**config.mk**
```make
export PLATFORM = sky130hd
export DESIGN_NAME = shared_ring_slot_engine
export DESIGN_NICKNAME = d
export VERILOG_FILES = /design/src/hw/rtl/srse_pkg.sv /design/src/hw/rtl/shared_ring_slot_engine.sv /design/src/hw/rtl/srse_ctrl.sv /design/src/hw/rtl/srse_dp.sv
export SDC_FILE = /design/constraint.sdc
export NUM_CORES = 1
export LEC_CHECK = 0
export ABC_AREA = 1
export BUFFER_PORTS_ARGS = -buffer_cell sky130_fd_sc_hd__buf_4
export CAP_MARGIN = 15
export CORE_MARGIN = 3
export CORE_UTILIZATION = 34
export DETAILED_ROUTE_END_ITERATION = 10
export GPL_ROUTABILITY_DRIVEN = 0
export HOLD_SLACK_MARGIN = 0.02
export PLACE_DENSITY = 0.48
export SYNTH_ARGS = -nofsm -noshare
export SYNTH_HDL_FRONTEND = slang
export SYNTH_SLANG_ARGS = --single-unit
```
**constraint.sdc**
```tcl
create_clock -name clk -period 4 [get_ports clk]
set_clock_uncertainty 0.2 [all_clocks]
set_input_delay 0.6 -clock clk [delete_from_list [all_inputs] [get_ports clk]]
set_output_delay 0.6 -clock clk [all_outputs]
set_load 0.01 [all_outputs]
```
**src/hw/rtl/srse_pkg.sv**
```systemverilog
// Shared types, codes and constants for the shared ring slot engine.
package srse_pkg;

  // Field widths fixed by the slot descriptor format
  localparam int OP_W    = 3;
  localparam int LEN_W   = 16;
  localparam int SLOT_W  = 5;
  localparam int COUNT_W = 6;
  localparam int KIND_W  = 4;
  localparam int CFG_IDX_W = 1;

  // Default ring depth
  localparam int RING_SLOTS_DEF = 32;

  // Register reset values
  localparam logic [LEN_W-1:0]   MAX_FRAME_LEN_RST = 16'd1518;
  localparam logic [COUNT_W-1:0] BURST_LIMIT_RST   = 6'd32;

  // Configuration register indexes
  localparam logic [CFG_IDX_W-1:0] CFG_MAX_FRAME_LEN = 1'd0;
  localparam logic [CFG_IDX_W-1:0] CFG_BURST_LIMIT   = 1'd1;

  // Operation codes
  localparam logic [OP_W-1:0] OP_SEND  = 3'd0;
  localparam logic [OP_W-1:0] OP_POLL  = 3'd1;
  localparam logic [OP_W-1:0] OP_FILL  = 3'd2;
  localparam logic [OP_W-1:0] OP_FREE  = 3'd3;
  localparam logic [OP_W-1:0] OP_RESET = 3'd4;

  // Result kinds
  localparam logic [KIND_W-1:0] KIND_SENT         = 4'd0;
  localparam logic [KIND_W-1:0] KIND_DROP_INVALID = 4'd1;
  localparam logic [KIND_W-1:0] KIND_DROP_LONG    = 4'd2;
  localparam logic [KIND_W-1:0] KIND_DROP_FULL    = 4'd3;
  localparam logic [KIND_W-1:0] KIND_DELIVERED    = 4'd4;
  localparam logic [KIND_W-1:0] KIND_RX_OVERSIZE  = 4'd5;
  localparam logic [KIND_W-1:0] KIND_POLL_DONE    = 4'd6;
  localparam logic [KIND_W-1:0] KIND_GUEST_ACK    = 4'd7;
  localparam logic [KIND_W-1:0] KIND_RESET_DONE   = 4'd8;

  // Input word
  typedef struct packed {
    logic [OP_W-1:0]    op;
    logic [LEN_W-1:0]   frame_length;
    logic [SLOT_W-1:0]  slot_index;
    logic [COUNT_W-1:0] buffers_available;
  } item_t;

  // Result word
  typedef struct packed {
    logic [KIND_W-1:0]  kind;
    logic [SLOT_W-1:0]  slot_used;
    logic [LEN_W-1:0]   length_out;
    logic [COUNT_W-1:0] delivered_count;
    logic               last;
  } result_t;

  // Controller to datapath commands
  typedef struct packed {
    logic latch_item;
    logic exec_single;
    logic poll_reset;
    logic poll_idle;
    logic walk_init;
    logic walk_step;
    logic walk_stop;
  } dp_cmd_t;

  // Datapath to controller status
  typedef struct packed {
    logic [OP_W-1:0] op;
    logic            reset_pending;
    logic            link_valid;
    logic            out_free;
    logic            walk_visit;
  } dp_status_t;

endpackage

```
**src/hw/rtl/shared_ring_slot_engine.sv**
```systemverilog
// Send/guest ops: result registered once the output is free; next word taken back in idle.
// Receive poll: one slot a cycle through the status flags while the result register is free.
// The walk is bounded by burst limit and ring depth; each visit waits on the result register.
// A held result does not block the next input word from being accepted.
// Reset (rst, synchronous): all slots free, positions zero, link invalid, no reset pending,
// registers at defaults. No clearing pass; slot lengths are undefined until filled.
module shared_ring_slot_engine #(
  parameter int RING_SLOTS = srse_pkg::RING_SLOTS_DEF
) (
  input  logic                           clk,
  input  logic                           rst,
  input  logic                           item_valid,
  output logic                           item_ready,
  input  srse_pkg::item_t                item,
  output logic                           result_valid,
  input  logic                           result_ready,
  output srse_pkg::result_t              result,
  input  logic                           cfg_valid,
  output logic                           cfg_ready,
  input  logic [srse_pkg::CFG_IDX_W-1:0] cfg_index,
  input  logic [srse_pkg::LEN_W-1:0]     cfg_data
);
  import srse_pkg::*;

  dp_cmd_t    cmd;
  dp_status_t status;

  // Register writes are always taken
  assign cfg_ready = 1'b1;

  srse_ctrl u_ctrl (
    .clk        (clk),
    .rst        (rst),
    .item_valid (item_valid),
    .item_ready (item_ready),
    .status     (status),
    .cmd        (cmd)
  );

  srse_dp #(
    .RING_SLOTS (RING_SLOTS)
  ) u_dp (
    .clk          (clk),
    .rst          (rst),
    .item         (item),
    .cfg_valid    (cfg_valid && cfg_ready),
    .cfg_index    (cfg_index),
    .cfg_data     (cfg_data),
    .cmd          (cmd),
    .status       (status),
    .result_valid (result_valid),
    .result_ready (result_ready),
    .result       (result)
  );

endmodule

```
**src/hw/rtl/srse_ctrl.sv**
```systemverilog
// Sequencer for the shared ring slot engine: decode, poll walk and hand-off.
module srse_ctrl (
  input  logic                clk,
  input  logic                rst,
  input  logic                item_valid,
  output logic                item_ready,
  input  srse_pkg::dp_status_t status,
  output srse_pkg::dp_cmd_t    cmd
);
  import srse_pkg::*;

  localparam logic [1:0] S_IDLE = 2'd0;
  localparam logic [1:0] S_OP   = 2'd1;
  localparam logic [1:0] S_WALK = 2'd2;

  logic [1:0] state;
  logic [1:0] state_next;

  assign item_ready = (state == S_IDLE);

  // Next state and commands
  always_comb begin
    state_next = state;
    cmd        = '0;
    cmd.latch_item = item_valid && item_ready;
    unique case (state)
      S_IDLE: begin
        if (item_valid) state_next = S_OP;
      end
      S_OP: begin
        if (status.out_free) begin
          state_next = S_IDLE;
          unique case (status.op)
            OP_SEND, OP_FILL, OP_FREE, OP_RESET: cmd.exec_single = 1'b1;
            OP_POLL: begin
              priority if (status.reset_pending) begin
                cmd.poll_reset = 1'b1;
              end else if (!status.link_valid) begin
                cmd.poll_idle = 1'b1;
              end else begin
                cmd.walk_init = 1'b1;
                state_next    = S_WALK;
              end
            end
            default: state_next = S_IDLE;
          endcase
        end
      end
      S_WALK: begin
        if (status.out_free) begin
          if (status.walk_visit) begin
            cmd.walk_step = 1'b1;
          end else begin
            cmd.walk_stop = 1'b1;
            state_next    = S_IDLE;
          end
        end
      end
      default: state_next = S_IDLE;
    endcase
  end

  always_ff @(posedge clk) begin
    if (rst) state <= S_IDLE;
    else     state <= state_next;
  end

endmodule

```
**src/hw/rtl/srse_dp.sv**
```systemverilog
// Ring state, configuration registers, poll walker and result register.
module srse_dp #(
  parameter int RING_SLOTS = srse_pkg::RING_SLOTS_DEF
) (
  input  logic                                clk,
  input  logic                                rst,
  input  srse_pkg::item_t                     item,
  input  logic                                cfg_valid,
  input  logic [srse_pkg::CFG_IDX_W-1:0]      cfg_index,
  input  logic [srse_pkg::LEN_W-1:0]          cfg_data,
  input  srse_pkg::dp_cmd_t                   cmd,
  output srse_pkg::dp_status_t                status,
  output logic                                result_valid,
  input  logic                                result_ready,
  output srse_pkg::result_t                   result
);
  import srse_pkg::*;

  localparam int IDX_W  = (RING_SLOTS > 1) ? $clog2(RING_SLOTS) : 1;
  localparam int WALK_W = $clog2(RING_SLOTS + 1);
  localparam logic [IDX_W-1:0]  LAST_IDX   = IDX_W'(RING_SLOTS - 1);
  localparam logic [WALK_W-1:0] WALK_LIMIT = WALK_W'(RING_SLOTS);

  // Configuration
  logic [LEN_W-1:0]   max_frame_len;
  logic [COUNT_W-1:0] burst_limit;

  // Latched input word
  item_t cur;

  // Ring state: one up and one down filled flag per slot, lengths in a register file
  logic [RING_SLOTS-1:0] up_filled;
  logic [RING_SLOTS-1:0] down_filled;
  logic [LEN_W-1:0]      len_mem [RING_SLOTS];
  logic [IDX_W-1:0]      up_pos;
  logic [IDX_W-1:0]      down_pos;
  logic                  link_valid;
  logic                  reset_pending;

  // Walker
  logic [IDX_W-1:0]   wpos;
  logic [IDX_W-1:0]   wpos_inc;
  logic [WALK_W-1:0]  walked;
  logic [COUNT_W-1:0] cnt;

  logic               out_free;
  logic               emit;
  result_t            res_next;
  logic [IDX_W-1:0]   cur_idx;
  logic               cur_in_range;
  logic [LEN_W-1:0]   wlen;
  logic               wlen_over;
  logic               walk_more;
  logic               walk_visit;
  logic [KIND_W-1:0]  send_kind;
  logic               send_ok;

  assign out_free     = !result_valid || result_ready;
  assign cur_idx      = cur.slot_index[IDX_W-1:0];
  assign cur_in_range = ({1'b0, cur.slot_index} < (SLOT_W + 1)'(RING_SLOTS));
  assign wpos_inc     = (wpos == LAST_IDX) ? '0 : wpos + IDX_W'(1);
  assign wlen_over    = wlen > max_frame_len;
  assign walk_more    = (cnt < burst_limit) && (walked < WALK_LIMIT) && down_filled[wpos];
  assign walk_visit   = walk_more && (wlen_over || (cnt < cur.buffers_available));

  assign status.op            = cur.op;
  assign status.reset_pending = reset_pending;
  assign status.link_valid    = link_valid;
  assign status.out_free      = out_free;
  assign status.walk_visit    = walk_visit;

  // Host send checks, in priority order
  always_comb begin
    send_ok = 1'b0;
    priority if (!link_valid) begin
      send_kind = KIND_DROP_INVALID;
    end else if (cur.frame_length > max_frame_len) begin
      send_kind = KIND_DROP_LONG;
    end else if (up_filled[up_pos]) begin
      send_kind = KIND_DROP_FULL;
    end else begin
      send_kind = KIND_SENT;
      send_ok   = 1'b1;
    end
  end

  // Result word for this cycle
  always_comb begin
    emit     = 1'b0;
    res_next = '0;
    res_next.last = 1'b1;
    if (cmd.exec_single) begin
      emit = 1'b1;
      if (cur.op == OP_SEND) begin
        res_next.kind       = send_kind;
        res_next.slot_used  = SLOT_W'(up_pos);
        res_next.length_out = cur.frame_length;
      end else begin
        res_next.kind       = KIND_GUEST_ACK;
        res_next.slot_used  = cur.slot_index;
        res_next.length_out = (cur.op == OP_FILL) ? cur.frame_length : '0;
      end
    end else if (cmd.poll_reset) begin
      emit          = 1'b1;
      res_next.kind = KIND_RESET_DONE;
    end else if (cmd.poll_idle) begin
      emit          = 1'b1;
      res_next.kind = KIND_POLL_DONE;
    end else if (cmd.walk_step) begin
      emit                = 1'b1;
      res_next.last       = 1'b0;
      res_next.slot_used  = SLOT_W'(wpos);
      res_next.length_out = wlen;
      if (wlen_over) begin
        res_next.kind            = KIND_RX_OVERSIZE;
        res_next.delivered_count = cnt;
      end else begin
        res_next.kind            = KIND_DELIVERED;
        res_next.delivered_count = cnt + COUNT_W'(1);
      end
    end else if (cmd.walk_stop) begin
      emit                     = 1'b1;
      res_next.kind            = KIND_POLL_DONE;
      res_next.slot_used       = SLOT_W'(wpos);
      res_next.delivered_count = cnt;
    end
  end

  // Control and ring status registers
  always_ff @(posedge clk) begin
    if (rst) begin
      max_frame_len <= MAX_FRAME_LEN_RST;
      burst_limit   <= BURST_LIMIT_RST;
      up_filled     <= '0;
      down_filled   <= '0;
      up_pos        <= '0;
      down_pos      <= '0;
      link_valid    <= 1'b0;
      reset_pending <= 1'b0;
      result_valid  <= 1'b0;
    end else begin
      if (cfg_valid) begin
        unique case (cfg_index)
          CFG_MAX_FRAME_LEN: max_frame_len <= cfg_data;
          CFG_BURST_LIMIT:   burst_limit   <= cfg_data[COUNT_W-1:0];
          default: ;
        endcase
      end
      if (cmd.exec_single) begin
        unique case (cur.op)
          OP_SEND: begin
            if (send_ok) begin
              up_filled[up_pos] <= 1'b1;
              up_pos <= (up_pos == LAST_IDX) ? '0 : up_pos + IDX_W'(1);
            end
          end
          OP_FILL:  if (cur_in_range) down_filled[cur_idx] <= 1'b1;
          OP_FREE:  if (cur_in_range) up_filled[cur_idx] <= 1'b0;
          OP_RESET: reset_pending <= 1'b1;
          default: ;
        endcase
      end
      if (cmd.poll_reset) begin
        up_filled     <= '0;
        down_filled   <= '0;
        up_pos        <= '0;
        down_pos      <= '0;
        reset_pending <= 1'b0;
        link_valid    <= 1'b1;
      end
      if (cmd.walk_step) down_filled[wpos] <= 1'b0;
      if (cmd.walk_stop) down_pos <= wpos;
      if (emit)              result_valid <= 1'b1;
      else if (result_ready) result_valid <= 1'b0;
    end
  end

  // Slot lengths: written by guest fill only, read one slot ahead of the walker
  always_ff @(posedge clk) begin
    if (cmd.exec_single && (cur.op == OP_FILL) && cur_in_range) begin
      len_mem[cur_idx] <= cur.frame_length;
    end
    if (cmd.walk_init)      wlen <= len_mem[down_pos];
    else if (cmd.walk_step) wlen <= len_mem[wpos_inc];
  end

  // Payload registers: input word, walker, result
  always_ff @(posedge clk) begin
    if (cmd.latch_item) cur <= item;
    if (cmd.walk_init) begin
      wpos   <= down_pos;
      walked <= '0;
      cnt    <= '0;
    end else if (cmd.walk_step) begin
      wpos   <= wpos_inc;
      walked <= walked + WALK_W'(1);
      if (!wlen_over) cnt <= cnt + COUNT_W'(1);
    end
    if (emit) result <= res_next;
  end

endmodule

```
After elaboration in Yosys (flattened, before gate mapping)
Memories as Yosys holds them, arrays and structs flattened. A register that Yosys moved wholly into a read port is not among the register bits.
Index checks and enable logic that the tools add are counted.
{"block": "word_totals", "regBits": 196, "ramBits": 512, "out_inout_bits": 35, "word_cells": 162, "memories": 1}
{"name": "u_dp.len_mem", "words": 32, "word_bits": 16, "read_ports": 2, "rd_ports_with_merged_regs": 1, "wr": 1, "line": "srse_dp.sv:34", "text": "logic [LEN_W-1:0] len_mem [RING_SLOTS];"}
{"block": "op_classes", "n_addsub": 4, "magnitude_cmp": 11, "eq_ne": 13, "muxes": 77, "n_bitwise": 7, "n_reduce_logical": 26}
{"op": "$mux 32", "count": 6}
{"op": "$and 32x32->32", "count": 2}
{"op": "$mux 16", "count": 4}
{"op": "$not 32->32", "count": 2}
{"op": "$or 32x32->32", "count": 2}
{"op": "$pmux 32 s2", "count": 1}
{"op": "$mux 28", "count": 2}
{"op": "$mux 25", "count": 2}
{"op": "$mux 5", "count": 8}
{"op": "$gt 16x16->1", "count": 2}
{"op": "$mux 1", "count": 25}
{"op": "$mux 4", "count": 6}
{"op": "$mux 2", "count": 11}
{"op": "$lt 5x6->1 const B", "count": 3}
{"op": "$mux 6", "count": 3}
{"op": "$mux 8", "count": 2}
{"op": "$demux 1 s5", "count": 3}
{"op": "$ge 5x1->1 const B", "count": 3}
{"op": "$add 6x1->6 const B", "count": 2}
{"op": "$lt 6x6->1", "count": 2}
{"op": "$add 5x1->5 const B", "count": 2}
{"op": "$bmux 1 s5", "count": 2}
{"op": "$eq 5x5->1 const B", "count": 2}
{"op": "$logic_and 1x1->1", "count": 8}
{"op": "other kinds (22)", "count": 33}

Depth between registers and ports, before layout
{"block": "depth", "ltp_word": 13, "mapped_depth": 19, "ltp_nobuf": 19}

Modules after synthesis
Synthesis repeated with hierarchy kept, for this count alone.
{"block": "unflattened", "cells_unflattened": 3729, "area_unflattened_um2": 35434.0}
{"module": "srse_dp", "instances": 1, "cells_per_inst": 3685, "area_per_inst_um2": 35210.0, "seq_area_each_um2": 20189.4}
{"module": "srse_ctrl", "instances": 1, "cells_per_inst": 42, "area_per_inst_um2": 212.7, "seq_area_each_um2": 40.0}
{"module": "shared_ring_slot_engine", "instances": 1, "cells_per_inst": 2, "area_per_inst_um2": 11.3, "seq_area_each_um2": 0.0}

Least setup slack after synthesis
OpenSTA, ideal clock, no wires.
{"block": "synth_path", "kind": "in2reg", "from": "in result_ready", "to": "reg u_dp.result_valid", "setup_ns": 0.125, "t_arrival_ns": 2.644, "t_required_ns": 3.675, "setup_slack_ns": 1.031, "cell_stages": 10, "path_buffers": 0, "path_cell_list": "nor2_2 inv_2 nand2_1 inv_2 nand2_1 nor2_1 inv_2 nand4_1 o21ai_0 inv_1"}
{"block": "synth_via", "elab_chain_len": 9, "word_cells_on_any_way": 12, "cone_classes": "10 x mux; 2 x reduce/logical"}
{"element": "start, declared", "line": "shared_ring_slot_engine.sv:16", "text": "input logic result_ready,"}
{"element": "$logic_or 1x1->1 *", "line": "srse_dp.sv:58", "text": "assign out_free = !result_valid || result_ready;"}
{"element": "$mux 2", "line": "srse_ctrl.sv:50", "text": "if (status.out_free) begin"}
{"element": "$mux 2", "line": "srse_ctrl.sv:26", "text": "unique case (state)"}
{"element": "$mux 1", "line": "srse_dp.sv:121", "text": "end else if (cmd.walk_stop) begin"}
{"element": "$mux 1", "line": "srse_dp.sv:109", "text": "end else if (cmd.walk_step) begin"}
{"element": "$mux 1", "line": "srse_dp.sv:106", "text": "end else if (cmd.poll_idle) begin"}
{"element": "$mux 1", "line": "srse_dp.sv:103", "text": "end else if (cmd.poll_reset) begin"}
{"element": "$mux 1 *", "line": "srse_dp.sv:92", "text": "if (cmd.exec_single) begin"}
{"element": "named net u_dp.emit", "line": "srse_dp.sv:47", "text": "logic emit;"}
{"element": "$mux 1 or $reduce_bool 2->1 (tied branches)"}
{"element": "end signal, assigned", "line": "srse_dp.sv:140", "text": "result_valid <= 1'b0;"}
{"element": "end signal, assigned", "line": "srse_dp.sv:173", "text": "if (emit) result_valid <= 1'b1;"}
{"element": "end signal, assigned", "line": "srse_dp.sv:174", "text": "else if (result_ready) result_valid <= 1'b0;"}
{"element": "end, declared", "line": "srse_dp.sv:13", "text": "output logic result_valid,"}
The timed path passes the listed nets; every way through them passes the cells marked *.
A chain may end at the register's enable or synchronous reset.

Final worst setup path
{"block": "layout_path", "from": "reg u_dp.wpos[1]", "to": "reg u_dp.wlen[11] (data pin)"}
{"block": "layout_via", "elab_chain_len": 5, "word_cells_on_any_way": 6, "cone_classes": "1 x add/sub; 1 x eq/ne; 3 x mux; 1 x memory"}
{"element": "start, declared", "line": "srse_dp.sv:41", "text": "logic [IDX_W-1:0] wpos;"}
{"element": "start signal, assigned", "line": "srse_dp.sv:191", "text": "wpos <= down_pos;"}
{"element": "start signal, assigned", "line": "srse_dp.sv:195", "text": "wpos <= wpos_inc;"}
{"element": "$add 5x1->5 or $eq 5x5->1 (tied branches)", "line": "srse_dp.sv:61", "text": "assign wpos_inc = (wpos == LAST_IDX) ? '0 : wpos + IDX_W'(1);"}
{"element": "$mux 5 *", "line": "srse_dp.sv:61"}
{"element": "$mem_v2 32x16 *"}
{"element": "$mux 16 *", "line": "srse_dp.sv:184", "text": "else if (cmd.walk_step) wlen <= len_mem[wpos_inc];"}
{"element": "$mux 16 *", "line": "srse_dp.sv:183", "text": "if (cmd.walk_init) wlen <= len_mem[down_pos];"}
{"element": "end signal, assigned", "line": "srse_dp.sv:183"}
{"element": "end signal, assigned", "line": "srse_dp.sv:184"}
{"element": "end, declared", "line": "srse_dp.sv:51", "text": "logic [LEN_W-1:0] wlen;"}
Mark *: on every way between the ends. The rest lies on a longest branch, timed or not. The select of a mux whose other input is x is not followed.

==> impl_metrics.csv <==
group,metric,value,unit
outcome,run_status,"finished, final reports clean",
die,die_area,106000,µm²
global_routing,grt_pass1_vias,27200,
route,routedWlPerCell,25.7,µm
route,routed.top_layer,"met4",
synth,synth-compound-area-share,16.9,%
die,start_util,34.5,%
power,peakVddDrop,292,µV
placed_design,io_buffer_count,85,
final_layout,area_growth_syn_to_layout,16.0,%
worst_setup_path,path_class,"reg2reg",
worst_setup_path,cp_max_fo,33,
final_layout,layout-drive-gt1-share,10.6,%
sta,timing.final.crit_period,3450,ps
clocking,clkTransAtPathRegs,60,ps
synth,synth_simple_gate_area_share,15.7,%
global_routing,track_usage,24.2,%
die,dieWidth,325,µm
synth,ys_seq_area_share,58.4,%
global_routing,grt_overflow,0,
worst_setup_path,cp_data_arrival_time,3750,ps
clocking,root_buffer,"clkbuf_16",
run,maxCapViolCount,0,
sta,hold_violations,0,
route,drc,0,
synth,synth.avg_cell_area,9.60,µm²
route,vias,29100,
worst_setup_path,required,4300,ps
sta,rsz0062_at_grt,"no",
synth,synth_cell_types,41,
synth,synth_top_family_by_area,"compound AO/OA/AOI/OAI gates",
synth,synth_edf_count,595,
global_routing,antenna_found_initial,3,
power,total_power,16.1,mW
global_routing,grt_max_degree,117,
route,vias_per_cell,5.68,
synth,syn-instance-count,3612,
die,die_h,325,µm
power,p_leak,13.6,nW
final_layout,mostFrequentLayoutCell,"nor2_1",
min_path,hold_class,"in2reg",
synth,ys_seq_elements,713,
route,drt_iter0_drc,3699,
die,core,101000,µm²
synth,yosys_warnings,0,
clocking,tritoncts,"yes",
sta,slew_violations,0,
worst_setup_path,endpoint_kind,"flop",
placed_design,placed_area,37100,µm²
synth,netlist_area,34700,µm²
worst_setup_path,start_kind,"flop",
synth,synth_fa_ha_area_share,1.95,%
final_layout,final_nets,3799,
min_path,hold_depth,3,
synth,async_flop_share,0,%
global_routing,grt_pass1_wl,190000,µm
route,drt-met1-wl,58300,µm
clocking,cts_setup_buffers,0,
route,drt-total-wl,132000,µm
die,rows,116,
sta,slew_headroom,44.2,%
final_layout,diodes,0,
worst_setup_path,worstRegToRegCells,11,
route,drtPass1Iterations,6,
sta,worst_slew_pin_slew,837,ps
final_layout,stdcell_area,40200,µm²
die,io_pins,87,
placed_design,hpwl,76000,µm
route,met3_length,11500,µm
synth,synth-xor-area-share,0.177,%
clocking,clk-insertion-delay-late,640,ps
route,routed-wl-met2,57800,µm
clocking,cts_buffers,82,
sta,fmax,290,MHz
route,drtAntennaViolNets,0,
sta,setup_viol,0,
synth,syn-num-nets,3718,
clocking,cts.sinks,713,
clocking,htreeDepth,3,
sta,fin_crit_sh,86.3,%
synth,synthMuxAreaShare,2.08,%
clocking,clockBufferDepth,3,
synth,ys.flop_type,"edfxtp_1",
sta,fin_tns_setup,0,ps
power,p_per_area,401,nW/µm²
final_layout,final_cell_mix,"nor2_1 (701), edfxtp_1 (595), o21ai_0 (563), nand2_1 (372), buf_4 (194)",
[report_power, final]
part | internal, mW | switching (mW)
Combinational | 0.149 | 0.323
Sequential | 8.09 | 0.0404
Clock | 4.35 | 3.17
[final timing paths]
check | startpoint | end | slack [ps]
worst max-delay path | u_dp.wpos[1] | u_dp.wlen[11] | 550
worst min register to register | u_dp.burst_limit[1] | u_dp.burst_limit[1] | 280
worst max register to register | u_dp.wpos[1] | u_dp.wlen[11] | 550
worst min-delay path | cfg_data[14] | u_dp.max_frame_len[14] | 60
[stage by stage]
| stage | util, % | instances | hold WS, ps | worst slack, ps |
|---|---|---|---|---|
| global route | 40.0 | 5119 | 53.9 | 349 |
| global placement | 36.9 | 4926 | 259 | 566 |
| detailed placement | 36.9 | 4926 | 270 | 554 |
| CTS | 40.0 | 5119 | 20.6 | 551 |
| floorplan | - | 3612 | 233 | 1030 |
| finish | 40.0 | 5119 | 57.3 | 550 |
[metal layers]
layer / vias up / global-route usage [%]
li1: 13200 / -
met1: 14300 / 34.7
met2: 1418 / 36.8
met3: 223 / 4.45
met4: 0 / 8.00
met5: - / 0
[flip-flops by register name, indices dropped and copies added, names as in the netlist, 6 cells and up, named ones only]
register / flops
u_dp.burst_limit: 6
u_dp.walked: 6
u_dp.cur: 22
u_dp.up_filled: 32
u_dp.max_frame_len: 16
u_dp.len_mem: 512
u_dp.cnt: 6
u_dp.result: 32
u_dp.wlen: 16
u_dp.down_filled: 32
[cell type report]
| type | count | area (µm²) |
|---|---|---|
| fill | 9830 | 60400 |
| sequential | 713 | 20200 |
| clock inverter | 47 | 432 |
| tap | 1357 | 1700 |
| timing repair buffer | 252 | 2220 |
| inverter | 125 | 487 |
| clock buffer | 106 | 2230 |
| multi-input combinational | 2519 | 12900 |
[worst max-delay path, cell delays in order, from the launching register on]
cell      delay (ps)
edfxtp_1         350
buf_4            220
inv_2            170
ha_4             370
buf_4            340
buf_4            480
o21ai_0          160
o22ai_1          190
o21ai_0          100
o22ai_1          450
nand2_1          120
nand3_1          130
[repair_timing]
| item | CTS | global route |
|---|---|---|
| resized for setup | 0 | 0 |
| hold buffers | 40 | 0 |
| hold endpoints to repair | 48 | 0 |
[Yosys cell counts (2+ instances only)]
cell type	number	area, µm²
buf_2	58	290
nor3_1	25	125
o211ai_1	92	691
nand2_2	3	18.8
o32ai_1	5	43.8
inv_2	7	26.3
nor2_1	734	2760
edfxtp_1	595	17900
buf_4	14	105
nand4_1	16	100
o311ai_1	7	61.3
nand3_2	2	20.0
nand3_1	185	926
mux2i_1	72	721
xor2_1	5	43.8
nand2_1	372	1400
o22ai_1	177	1110
clkinv_1	2	7.51
clkbuf_1	157	589
dfxtp_1	118	2360
xnor2_1	2	17.5
o221ai_1	47	412
a21oi_1	133	666
nor2_2	5	31.3
nor2_4	2	22.5
o21ai_0	563	2820
inv_1	115	432
ha_1	54	676
o21ai_1	9	45.0
buf_1	13	48.8
buf_6	13	146
[cell families (layout without fill, tap and decap cells)]
family | count (synthesis) | in the layout
fa+ha+maj | 54 | 54
other cells | 1 | 1
simple gates | 1348 | 1348
xor+xnor | 7 | 7
compound gates | 1037 | 1037
mux | 72 | 72
flops | 713 | 713
buf+inv | 380 | 530
No activity file was read; power rests on OpenSTA's default activity.
